File: config.mk
export PLATFORM = sky130hd
export DESIGN_NAME = voice_slot_allocator_with_steal
export DESIGN_NICKNAME = d
export VERILOG_FILES = /design/src/rtl/vsa_pkg.sv /design/src/rtl/vsa_ram.sv /design/src/rtl/vsa_rank.sv /design/src/rtl/voice_slot_allocator_with_steal.sv
export SDC_FILE = /design/constraint.sdc
export NUM_CORES = 2
export LEC_CHECK = 0
export BUFFER_PORTS_ARGS = -buffer_cell sky130_fd_sc_hd__buf_2
export CAP_MARGIN = 40
export CORE_UTILIZATION = 45
export CTS_CLUSTER_SIZE = 25
export DETAILED_ROUTE_END_ITERATION = 16
export GPL_TIMING_DRIVEN = 0
export SLEW_MARGIN = 0
export SYNTH_ARGS = -nofsm -noshare
export SYNTH_HDL_FRONTEND = slang
export SYNTH_HIERARCHICAL = 1
export SYNTH_SLANG_ARGS = --single-unit
File: constraint.sdc
create_clock -name clk -period 18.61 [get_ports clk]
set_clock_uncertainty 0.05 [all_clocks]
set_input_delay 0 -clock clk [delete_from_list [all_inputs] [get_ports clk]]
set_output_delay 0 -clock clk [all_outputs]
set_load 0.05 [all_outputs]
File: src/rtl/vsa_pkg.sv
// Shared types and constants of the voice slot allocator.
`default_nettype none
package vsa_pkg;

	localparam int OP_W   = 3;
	localparam int ID_W   = 5;
	localparam int GEN_W  = 32;
	localparam int PRIO_W = 8;
	localparam int SEQ_W  = 64;
	localparam int CNT_W  = 5;
	localparam int IN_W   = 56;
	localparam int OUT_W  = 80;

	typedef enum logic [OP_W-1:0] {
		OP_PLAY     = 3'd0,
		OP_STOP     = 3'd1,
		OP_STOP_ALL = 3'd2,
		OP_STARTED  = 3'd3,
		OP_ENDED    = 3'd4,
		OP_QUERY    = 3'd5
	} op_t;

	typedef enum logic [2:0] {
		STS_DONE      = 3'd0,
		STS_STOLE     = 3'd1,
		STS_NO_VOICE  = 3'd2,
		STS_UNKNOWN   = 3'd3,
		STS_BAD_STATE = 3'd4,
		STS_IGNORED   = 3'd5
	} status_t;

	typedef enum logic [1:0] {
		SLOT_FREE   = 2'd0,
		SLOT_PSTART = 2'd1,
		SLOT_ACTIVE = 2'd2,
		SLOT_PSTOP  = 2'd3
	} slot_state_t;

	typedef enum logic [2:0] {
		FSM_IDLE,
		FSM_DECODE,
		FSM_SCAN,
		FSM_PLAY,
		FSM_EXEC,
		FSM_FIN
	} fsm_t;

	typedef struct packed {
		logic [PRIO_W-1:0] prio;
		logic              looping;
		logic [SEQ_W-1:0]  seq;
	} rank_key_t;

	typedef struct packed {
		logic [GEN_W-1:0] gen;
		logic             stealable;
		rank_key_t        key;
	} slot_rec_t;

	localparam slot_rec_t REC_RESET = '{
		gen:       32'd1,
		stealable: 1'b0,
		key:       '{prio: 8'd0, looping: 1'b0, seq: 64'd0}
	};

	function automatic logic [GEN_W-1:0] bump_gen(input logic [GEN_W-1:0] g);
		logic [GEN_W-1:0] n;
		n = g + 32'd1;
		return (n == '0) ? 32'd1 : n;
	endfunction

endpackage
`default_nettype wire

File: src/rtl/vsa_ram.sv
// Generic single-port-write RAM with registered read.
`default_nettype none
module vsa_ram #(
	parameter int WIDTH = 8,
	parameter int DEPTH = 16,
	parameter int AW    = (DEPTH > 1) ? $clog2(DEPTH) : 1
) (
	input  wire logic             clk,
	input  wire logic             wr_en,
	input  wire logic [AW-1:0]    wr_addr,
	input  wire logic [WIDTH-1:0] wr_data,
	input  wire logic [AW-1:0]    rd_addr,
	output logic      [WIDTH-1:0] rd_data
);

	logic [WIDTH-1:0] mem [DEPTH];

	always_ff @(posedge clk) begin
		if (wr_en) begin
			mem[wr_addr] <= wr_data;
		end
		rd_data <= mem[rd_addr];
	end

endmodule
`default_nettype wire

File: src/rtl/vsa_rank.sv
// Steal ranking compare unit: lower priority, then non-looping, then oldest.
`default_nettype none
module vsa_rank (
	input  wire logic              cand_ok,
	input  wire vsa_pkg::rank_key_t cand_key,
	input  wire logic              best_found,
	input  wire vsa_pkg::rank_key_t best_key,
	output logic                   take
);
	import vsa_pkg::*;

	logic better;

	always_comb begin
		if (cand_key.prio != best_key.prio) begin
			better = cand_key.prio < best_key.prio;
		end else if (cand_key.looping != best_key.looping) begin
			better = !cand_key.looping;
		end else begin
			better = cand_key.seq < best_key.seq;
		end
		take = cand_ok && (!best_found || better);
	end

endmodule
`default_nettype wire

File: src/rtl/voice_slot_allocator_with_steal.sv
// Voice slot allocator: top level with sequencer, slot table and output register.
// Play: decode, then the slot record RAM is scanned one slot per cycle through the shared
// ranking unit, then the play and fin states load the result.
// Stop, events, query: decode, exec and fin states; stop-all, rejected play, undefined op: decode and fin.
// One transaction at a time: next input taken in the cycle after the result register loads.
// Reset (arst_n low): all slots free, generations 1, attributes 0, sequence 1, disabled.
`default_nettype none
module voice_slot_allocator_with_steal #(
	parameter int VOICES = 16
) (
	input  wire logic                       clk,
	input  wire logic                       arst_n,
	input  wire logic                       cfg_wr_en,
	input  wire logic                       cfg_wr_data,  // enabled
	input  wire logic                       s_tvalid,
	output logic                            s_tready,
	// op[2:0], slot_id[7:3], handle_generation[39:8], priority_req[47:40],
	// stealable[48], looping[49], allow_steal[50], clip_valid[51], zero[55:52]
	input  wire logic [vsa_pkg::IN_W-1:0]   s_tdata,
	output logic                            m_tvalid,
	input  wire logic                       m_tready,
	// status[2:0], result_slot_id[7:3], result_generation[39:8],
	// previous_generation[71:40], playing[72], active_count[77:73], zero[79:78]
	output logic      [vsa_pkg::OUT_W-1:0]  m_tdata
);
	import vsa_pkg::*;

	localparam int IW = (VOICES > 1) ? $clog2(VOICES) : 1;
	localparam int CW = $clog2(VOICES + 1);
	localparam logic [IW-1:0] LAST_IDX = IW'(VOICES - 1);
	localparam logic [6:0] VOICES_7 = 7'(VOICES);
	localparam int REC_W = $bits(slot_rec_t);

	function automatic logic [ID_W-1:0] slot_num(input logic [IW-1:0] idx);
		logic [6:0] n;
		n = 7'(idx) + 7'd1;
		return n[ID_W-1:0];
	endfunction

	fsm_t state_q, state_d;

	logic enabled_q;
	slot_state_t slot_state_q [VOICES];
	logic [VOICES-1:0] written_q;
	logic [CW-1:0] cnt_q;
	logic [SEQ_W-1:0] next_seq_q, next_seq_inc;
	logic [IW-1:0] ptr_q;
	logic rd_valid_q;

	op_t op_q;
	logic [IW-1:0] hidx_q;
	logic hknown_q;
	logic [GEN_W-1:0] hgen_q;
	logic [PRIO_W-1:0] prio_q;
	logic stl_q, lp_q, allow_q, clip_q;

	logic free_found_q, best_found_q;
	logic [IW-1:0] free_idx_q, best_idx_q;
	logic [GEN_W-1:0] free_gen_q, best_gen_q;
	rank_key_t best_key_q;

	status_t res_status_q;
	logic [ID_W-1:0] res_slot_q;
	logic [GEN_W-1:0] res_gen_q, res_pgen_q;
	logic res_playing_q;
	logic [OUT_W-1:0] m_tdata_q;
	logic m_tvalid_q;

	logic accept, out_load;
	logic [ID_W-1:0] in_id;
	logic in_known;
	logic [6:0] id_m1;
	logic [IW-1:0] in_hidx;

	logic wr_en;
	logic [IW-1:0] wr_addr, rd_addr;
	slot_rec_t wr_data, rd_data, rec;
	slot_state_t scan_st, hst;
	logic cand_ok, take, hmatch, do_steal;
	logic [6:0] cnt7;

	assign accept = s_tvalid && s_tready;
	assign s_tready = (state_q == FSM_IDLE);
	assign m_tvalid = m_tvalid_q;
	assign m_tdata = m_tdata_q;

	assign in_id = s_tdata[7:3];
	assign in_known = (in_id != '0) && ({2'b00, in_id} <= VOICES_7);
	assign id_m1 = {2'b00, in_id} - 7'd1;
	assign in_hidx = in_known ? id_m1[IW-1:0] : '0;

	assign rec = rd_valid_q ? rd_data : REC_RESET;
	assign scan_st = slot_state_q[ptr_q];
	assign hst = slot_state_q[hidx_q];
	assign hmatch = hknown_q && (rec.gen == hgen_q);
	assign cand_ok = (scan_st == SLOT_ACTIVE) && rec.stealable && (rec.key.prio <= prio_q);
	assign do_steal = allow_q && best_found_q;
	assign next_seq_inc = (next_seq_q + 64'd1 == '0) ? 64'd1 : next_seq_q + 64'd1;
	assign cnt7 = 7'(cnt_q);

	vsa_rank u_rank (
		.cand_ok    (cand_ok),
		.cand_key   (rec.key),
		.best_found (best_found_q),
		.best_key   (best_key_q),
		.take       (take)
	);

	vsa_ram #(
		.WIDTH (REC_W),
		.DEPTH (VOICES),
		.AW    (IW)
	) u_slot_ram (
		.clk     (clk),
		.wr_en   (wr_en),
		.wr_addr (wr_addr),
		.wr_data (wr_data),
		.rd_addr (rd_addr),
		.rd_data (rd_data)
	);

	always_ff @(posedge clk or negedge arst_n) begin
		if (!arst_n) begin
			state_q <= FSM_IDLE;
		end else begin
			state_q <= state_d;
		end
	end

	always_comb begin
		state_d = state_q;
		rd_addr = hidx_q;
		wr_en = 1'b0;
		wr_addr = '0;
		wr_data = REC_RESET;
		out_load = 1'b0;
		case (state_q)
			FSM_IDLE: begin
				if (accept) begin
					state_d = FSM_DECODE;
				end
			end
			FSM_DECODE: begin
				case (op_q)
					OP_PLAY: begin
						if (enabled_q && clip_q) begin
							rd_addr = '0;
							state_d = FSM_SCAN;
						end else begin
							state_d = FSM_FIN;
						end
					end
					OP_STOP, OP_STARTED, OP_ENDED, OP_QUERY: begin
						state_d = FSM_EXEC;
					end
					default: state_d = FSM_FIN;
				endcase
			end
			FSM_SCAN: begin
				rd_addr = (ptr_q == LAST_IDX) ? '0 : ptr_q + IW'(1);
				if (ptr_q == LAST_IDX) begin
					state_d = FSM_PLAY;
				end
			end
			FSM_PLAY: begin
				wr_data.stealable = stl_q;
				wr_data.key = '{prio: prio_q, looping: lp_q, seq: next_seq_q};
				if (free_found_q) begin
					wr_en = 1'b1;
					wr_addr = free_idx_q;
					wr_data.gen = free_gen_q;
				end else if (do_steal) begin
					wr_en = 1'b1;
					wr_addr = best_idx_q;
					wr_data.gen = bump_gen(best_gen_q);
				end
				state_d = FSM_FIN;
			end
			FSM_EXEC: begin
				if (op_q == OP_ENDED && hmatch) begin
					wr_en = 1'b1;
					wr_addr = hidx_q;
					wr_data.gen = bump_gen(rec.gen);
				end
				state_d = FSM_FIN;
			end
			FSM_FIN: begin
				if (!m_tvalid_q || m_tready) begin
					out_load = 1'b1;
					state_d = FSM_IDLE;
				end
			end
			default: state_d = FSM_IDLE;
		endcase
	end

	always_ff @(posedge clk or negedge arst_n) begin
		if (!arst_n) begin
			enabled_q <= 1'b0;
			for (int i = 0; i < VOICES; i++) begin
				slot_state_q[i] <= SLOT_FREE;
			end
			written_q <= '0;
			cnt_q <= '0;
			next_seq_q <= 64'd1;
			ptr_q <= '0;
			rd_valid_q <= 1'b0;
			free_found_q <= 1'b0;
			best_found_q <= 1'b0;
			m_tvalid_q <= 1'b0;
		end else begin
			if (cfg_wr_en) begin
				enabled_q <= cfg_wr_data;
			end
			rd_valid_q <= written_q[rd_addr];
			if (wr_en) begin
				written_q[wr_addr] <= 1'b1;
			end
			case (state_q)
				FSM_IDLE: begin
					free_found_q <= 1'b0;
					best_found_q <= 1'b0;
					ptr_q <= '0;
				end
				FSM_DECODE: begin
					if (op_q == OP_STOP_ALL && enabled_q) begin
						for (int i = 0; i < VOICES; i++) begin
							if (slot_state_q[i] != SLOT_FREE) begin
								slot_state_q[i] <= SLOT_PSTOP;
							end
						end
					end
				end
				FSM_SCAN: begin
					ptr_q <= ptr_q + IW'(1);
					if (scan_st == SLOT_FREE) begin
						free_found_q <= 1'b1;
					end
					if (take) begin
						best_found_q <= 1'b1;
					end
				end
				FSM_PLAY: begin
					if (free_found_q) begin
						slot_state_q[free_idx_q] <= SLOT_PSTART;
						cnt_q <= cnt_q + CW'(1);
						next_seq_q <= next_seq_inc;
					end else if (do_steal) begin
						slot_state_q[best_idx_q] <= SLOT_PSTART;
						next_seq_q <= next_seq_inc;
					end
				end
				FSM_EXEC: begin
					if (hmatch) begin
						case (op_q)
							OP_STOP: begin
								if (hst == SLOT_PSTART || hst == SLOT_ACTIVE) begin
									slot_state_q[hidx_q] <= SLOT_PSTOP;
								end
							end
							OP_STARTED: begin
								if (hst == SLOT_PSTART) begin
									slot_state_q[hidx_q] <= SLOT_ACTIVE;
								end
							end
							OP_ENDED: begin
								slot_state_q[hidx_q] <= SLOT_FREE;
								if (hst != SLOT_FREE) begin
									cnt_q <= cnt_q - CW'(1);
								end
							end
							default: ;
						endcase
					end
				end
				default: ;
			endcase
			if (out_load) begin
				m_tvalid_q <= 1'b1;
			end else if (m_tready) begin
				m_tvalid_q <= 1'b0;
			end
		end
	end

	always_ff @(posedge clk) begin
		case (state_q)
			FSM_IDLE: begin
				if (accept) begin
					op_q <= op_t'(s_tdata[2:0]);
					hidx_q <= in_hidx;
					hknown_q <= in_known;
					hgen_q <= s_tdata[39:8];
					prio_q <= s_tdata[47:40];
					stl_q <= s_tdata[48];
					lp_q <= s_tdata[49];
					allow_q <= s_tdata[50];
					clip_q <= s_tdata[51];
					res_status_q <= STS_DONE;
					res_slot_q <= '0;
					res_gen_q <= '0;
					res_pgen_q <= '0;
					res_playing_q <= 1'b0;
				end
			end
			FSM_DECODE: begin
				case (op_q)
					OP_PLAY: begin
						if (!enabled_q || !clip_q) begin
							res_status_q <= STS_UNKNOWN;
						end
					end
					OP_STOP_ALL: begin
						if (!enabled_q) begin
							res_status_q <= STS_UNKNOWN;
						end
					end
					OP_STOP, OP_STARTED, OP_ENDED, OP_QUERY: ;
					default: res_status_q <= STS_IGNORED;
				endcase
			end
			FSM_SCAN: begin
				if (scan_st == SLOT_FREE && !free_found_q) begin
					free_idx_q <= ptr_q;
					free_gen_q <= rec.gen;
				end
				if (take) begin
					best_idx_q <= ptr_q;
					best_key_q <= rec.key;
					best_gen_q <= rec.gen;
				end
			end
			FSM_PLAY: begin
				if (free_found_q) begin
					res_slot_q <= slot_num(free_idx_q);
					res_gen_q <= free_gen_q;
				end else if (do_steal) begin
					res_status_q <= STS_STOLE;
					res_slot_q <= slot_num(best_idx_q);
					res_gen_q <= bump_gen(best_gen_q);
					res_pgen_q <= best_gen_q;
				end else begin
					res_status_q <= STS_NO_VOICE;
				end
			end
			FSM_EXEC: begin
				case (op_q)
					OP_STOP: begin
						if (!hmatch) begin
							res_status_q <= STS_UNKNOWN;
						end else if (hst == SLOT_FREE || hst == SLOT_PSTOP) begin
							res_status_q <= STS_BAD_STATE;
						end
					end
					OP_STARTED: begin
						if (!hmatch || hst != SLOT_PSTART) begin
							res_status_q <= STS_IGNORED;
						end
					end
					OP_ENDED: begin
						if (!hmatch) begin
							res_status_q <= STS_IGNORED;
						end
					end
					OP_QUERY: begin
						if (!hmatch) begin
							res_status_q <= STS_UNKNOWN;
						end else begin
							res_playing_q <= (hst == SLOT_PSTART) || (hst == SLOT_ACTIVE);
						end
					end
					default: ;
				endcase
			end
			FSM_FIN: begin
				if (out_load) begin
					m_tdata_q <= {2'b00, cnt7[CNT_W-1:0], res_playing_q, res_pgen_q,
						res_gen_q, res_slot_q, res_status_q};
				end
			end
			default: ;
		endcase
	end

	a_cnt_bound: assert property (@(posedge clk) disable iff (!arst_n)
		cnt_q <= CW'(VOICES))
		else $error("voice count above table size");

	a_seq_nonzero: assert property (@(posedge clk) disable iff (!arst_n)
		next_seq_q != '0)
		else $error("start sequence reached zero");

	a_scan_no_write: assert property (@(posedge clk) disable iff (!arst_n)
		(state_q == FSM_SCAN || state_q == FSM_DECODE) |-> !wr_en)
		else $error("slot table written during scan");

	a_steal_gen: assert property (@(posedge clk) disable iff (!arst_n)
		(out_load && res_status_q == STS_STOLE) |->
			(res_gen_q != '0) && (res_gen_q != res_pgen_q))
		else $error("stolen voice generation not bumped");

	a_fin_then_valid: assert property (@(posedge clk) disable iff (!arst_n)
		out_load |=> m_tvalid_q && state_q == FSM_IDLE)
		else $error("result transaction lost");

endmodule
`default_nettype wire
Yosys cells after proc, flatten, opt, wreduce, memory -nomap -nowiden
Memory sizes are Yosys's and may differ from the RTL's. A register that Yosys moved wholly into a read port is not among the register bits. Cells that the tools add are included. Widths: inputs -> output; s select.

$lt $le $gt $ge: 14. Equality and inequality tests: 60. Shift-type cells: 0. Multiply operators: 0. $add $sub $neg: 9. Bitwise gates (word level): 17. Divide/modulo/power cells: 0. Reduce and logical (&&, ||, !) cells: 92. Multiplexer cells: 115.

Operators by type and width (number): $mux 32 (16); $mux 64 (3); $pmux 32 s2 (3); $pmux 32 s3 (2); $reduce_and 8->1 (16); $mux 106 (1); $mux 74 (1); $add 32x1->32 const B (2); $add 64x1->64 const B (1); $logic_not 32->1 (2); $logic_not 64->1 (1); $lt 64x64->1 (1); $or 16x16->16 (4); $ne 2x2->1 const B (28); $and 16x16->16 (3); $mux 2 (24); $not 16->16 (3); $reduce_bool 2->1 (23); $mux 3 (13); $mux 5 (7); $and 32x32->32 (1); $eq 32x32->1 (1); $not 32->32 (1); $or 32x32->32 (1); 54 further kinds (149).

Bits of input ports: 62. Bits in registers: 477. Output and inout port bits: 82. ROM bits: 0. RAM bits: 1696. Logic and storage cells: 356. Latch bits: 0. Memories: 1.

Memories: u_slot_ram.mem (words 16, bits a word 106, read ports 1, clocked after memory_dff 1, write ports 1, line vsa_ram.sv:16) `logic [WIDTH-1:0] mem [DEPTH];`.

Longest topological paths before layout
Depth after elaboration: 11. Mapped depth: 21. Mapped depth without buffers: 15.

Cells and area by module
The synthesis kept the hierarchy.

By module, submodules not included: vsa_ram (times used 1, area an instance 65544.1 µm², sequential area each 53050.9 µm², cells an instance 2712); voice_slot_allocator_with_steal (times used 1, area an instance 24985.2 µm², sequential area each 13679.4 µm², cells an instance 2368); vsa_rank (times used 1, area an instance 1826.8 µm², sequential area each 0.0 µm², cells an instance 256).

Worst setup path before layout
Ideal clock, no wire load.

Path kind: reg-to-reg. From: reg hgen_q[12]. To: mem u_slot_ram/mem[0][0] (netlist name), enable pin. Buffers on the path: 1. Stages on the path, launching flop included: 10. Required time: 17.859 ns. Arrival time: 9.875 ns. Setup time: 0.701 ns. Path slack: 7.985 ns. Cells stage by stage: edfxtp_1 > or4_1 > o41ai_1 > nand3_1 > nor4_2 > nand3b_1 > clkbuf_1 > nand2_1 > or3b_2 > nor3_1.

Word-level cells in the longest chain between the ends: 7. Elaborated cells on any way between the ends: 9. Classes of those cells: 1 x eq/ne; 6 x mux; 2 x reduce/logical.

Ends and longest elaborated chain: start: declaration (line voice_slot_allocator_with_steal.sv:53) `logic [GEN_W-1:0] hgen_q;`; start signal: assignment (line voice_slot_allocator_with_steal.sv:293) `hgen_q <= s_tdata[39:8];`; $eq 32x32->1 (line voice_slot_allocator_with_steal.sv:95) `assign hmatch = hknown_q && (rec.gen == hgen_q);`; $logic_and 1x1->1 (line voice_slot_allocator_with_steal.sv:95); $logic_and 1x1->1 (line voice_slot_allocator_with_steal.sv:180) `if (op_q == OP_ENDED && hmatch) begin`; $mux 1 (line voice_slot_allocator_with_steal.sv:180); $pmux 1 s2 (line voice_slot_allocator_with_steal.sv:137) `case (state_q)`; named net wr_en (line voice_slot_allocator_with_steal.sv:75) `logic wr_en;`; $mux 1 (line vsa_ram.sv:19) `if (wr_en) begin`; $mux 1 (implied by the code) (line vsa_ram.sv:20) `mem[wr_addr] <= wr_data;`; end: declaration (line vsa_ram.sv:16).

The timed path passes the listed nets, and every way through them passes these cells.

==> out/metrics.cfg <==
[cts]
cts_buffers = 224
cts-root-buf = clkbuf_16
htree_levels = 4
clk_latency_ns = 0.87
clockBufferDepth = 3
tritoncts = yes
cts_sinks = 2279
path_clk_slew_ns = 0.06

[floorplan]
io_pins = 144
die-area_sq_um = 207000
die_w_microns = 455
die-height_microns = 455
core_area_sq_um = 203000
num_rows = 165
initial_utilization_pct = 45.5

[timing]
rsz0062_at_grt = no
finalHoldViolations = 0
slew_headroom_pct = 34.3
tightest_slew_ns = 0.982
holdWs_ns = 0.148
fin_crit_ns = 8.24
max_freq_mhz = 121
setup_viol = 0
worst_slack_ns = 10.37
slew_violations = 0
fin_crit_sh_pct = 44.3

[worst_setup_path]
cp.arrival_ns = 8.71
crit_type = reg -> reg
critPathRequiredTime_ns = 19.08
cp-end-kind = flop
crit_fanout = 53
worstSetupStartpointType = flop

[run]
drv_cap = 0

[synth]
avgSynthCellArea_sq_um = 17.3
yosysSeqAreaShare_pct = 72.3
netlist_area_sq_um = 92400
synth_edf_count = 2044
synthCells = 5336
synth-seq-cells = 2279
ys_types = 91
synth-async-reset-ratio_pct = 5.66
ys_warn_count = 6
synth_flop_cell = edfxtp_1

[power]
leakagePower_nw = 38.7
clock_power_share_pct = 37.2
p_seq_share_pct = 47.4
internal-power_mw = 9.18
power.total_mw = 12.5
p_sw_share_pct = 26.7
comb_power_share_pct = 15.5
p_per_area_nw_per_um2 = 115
p_sw_mw = 3.34
peakVddDrop_mv = 0.108

[min_path]
hold_path.class = in -> reg

[detailed_routing]
drtIter0Drc = 6000
drc_errors = 0
antenna_left = 0
first_pass_iters = 5
viasPerCell = 5.90
detail_route.wl_per_cell_microns = 28.5
routed_wirelength_microns = 254000
dr_total_vias = 52600

[place]
port_buffers = 137
pre_cts_slack_ns = 10.57
place_area_sq_um = 99800
dpl.hpwl_microns = 174000
gp_congestion = 0.917

[final_layout]
num-fill-cells = 16000
nNetsFinal = 6200
fin_util_pct = 53.5
drive_gt1_share_pct = 21.1
area_growth_pct = 17.6
final_area_sq_um = 109000

[global_routing]
grt_overflow = 0
grt_usage_pct = 24.6
grt_max_degree = 69
grt_first_pass_wirelength_microns = 369000
antenna_found_initial = 9
grt_pass1_vias = 53100

[outcome]
outcome = finished, final reports clean

synthesized netlist by cell type (all sizes together) (102+ instances only):
| cell | n | area [sq um] |
|---|---|---|
| edfxtp | 2044 | 61400 |
| inv | 156 | 586 |
| dfrtp | 128 | 3200 |
| dfxtp | 106 | 2120 |
| a22oi | 223 | 1670 |
| mux4 | 445 | 10000 |
| xnor2 | 115 | 1010 |
| buf | 120 | 777 |
| nor2 | 245 | 920 |
| nand2 | 347 | 1310 |
| clkbuf | 183 | 687 |
| and3 | 115 | 719 |
| and2 | 106 | 663 |
| nand3 | 102 | 515 |
flip-flops by register name (all words and copies together) (netlist names), 64 cells and up:
name and flops:
u_slot_ram/rd_data 106, next_seq_q 64, u_slot_ram/mem 1696, m_tdata 78, best_key_q 73
per-layer routing:
layer / track usage [%] / up-vias / share of wire [%]
li1: - / 22700 / -
met1: 33.9 / 27400 / 42
met2: 41.0 / 2072 / 49
met3: 3.60 / 396 / 6.6
met4: 6.95 / 2 / 2.6
met5: 0 / - / 0.0047
cell usage in the layout, fill, tap and decap left out, types with 114 or more instances in the layout:
cell type	netlist	routed
clkbuf_1	183	228
clkbuf_16	0	226
and3_1	115	114
a22oi_1	223	223
nand2_1	346	345
dlygate4sd3_1	0	116
nor2_1	245	232
inv_1	155	154
edfxtp_1	2044	2044
xnor2_1	115	115
mux4_2	445	445
buf_2	48	188
dfrtp_1	128	128
path summary, 6_finish.rpt:
path,from,end,slack (ns),cells after the start
setup / recovery,rd_valid_q$_DFF_PN0_,best_key_q[19]$_DFFE_PP_,10.37,17
hold / removal,m_tready,m_tvalid$_DFFE_PN0P_,0.15,4
setup reg to reg,rd_valid_q$_DFF_PN0_,best_key_q[19]$_DFFE_PP_,10.37,17
hold reg to reg,res_pgen_q[29]$_SDFFCE_PN0P_,m_tdata[69]$_DFFE_PP_,0.32,0
max in group asynchronous,arst_n,next_seq_q[0]$_DFFE_PN1P_,17.84,4
min in group asynchronous,arst_n,state_q[0]$_DFFE_PN0P_,0.19,4
power groups by stage:
stage / logic [mW] / clock network, mW / registers, mW
3_3_place_gp: 1.85 / 0 / 6.05
3_5_place_dp: 1.91 / 0 / 6.04
4_1_cts: 1.94 / 4.72 / 5.93
6_report: 1.94 / 4.65 / 5.93
5_1_grt: 2.06 / 4.92 / 5.95
2_1_floorplan: 1.11 / 0 / 6.15
repair_timing:
action / in CTS / in global routing
endpoints found under the setup margin: 0 / 0
setup buffers: 0 / 0
gates resized for setup: 0 / 0
hold buffers: 117 / 0
endpoints found under the hold margin: 241 / 0
critical path: stages, from the launching register on:
cell      delay (ns)
dfrtp_1         0.55
clkbuf_1        0.45
buf_2           0.36
clkbuf_1        0.42
clkbuf_1        0.53
clkbuf_1        0.63
clkbuf_1        0.35
clkbuf_1        0.54
and2_1          0.25
ha_1            0.20
nand4_1         0.15
nor4_2          0.68
nand3_1         0.32
or4_1           0.62
nand3b_1        0.56
a32o_1          0.55
and3_4          0.29
buf_16          0.20
layout make-up:
cell class | count | area, sq um | area share [%]
flip-flops and latches | 2279 | 66700 | 61.4
multi-input cells | 2598 | 23700 | 21.8
clock buffers | 294 | 6130 | 5.65
repair buffers | 483 | 5130 | 4.73
well taps | 2672 | 3340 | 3.08
clock inverters | 129 | 1480 | 1.36
plain buffers | 303 | 1470 | 1.35
inverters | 157 | 592 | 0.545
diodes | 2 | 5.00 | 0.00461
per-stage QoR:
| step | cells | TNS, ns |
|---|---|---|
| 4_1_cts | 8913 | 0 |
| 5_1_grt | 8915 | 0 |
| 2_1_floorplan | 5337 | 0 |
| 3_3_place_gp | 8146 | -1852.89 |
| 3_5_place_dp | 8373 | 0 |
| 6_report | 8917 | 0 |
cell families (layout without fill, tap and decap cells):
group	after synthesis	count (layout)	synth area share, %
compound gates	645	645	4.94
xor+xnor	164	164	1.56
fa+ha+maj	92	92	1.25
buf+inv	460	1366	2.22
flops	2279	2279	72.3
mux	469	469	11.1
other cells	1	4	0.00406
simple gates	1226	1226	6.66
Note: power is estimated with default switching activity, not from simulation.
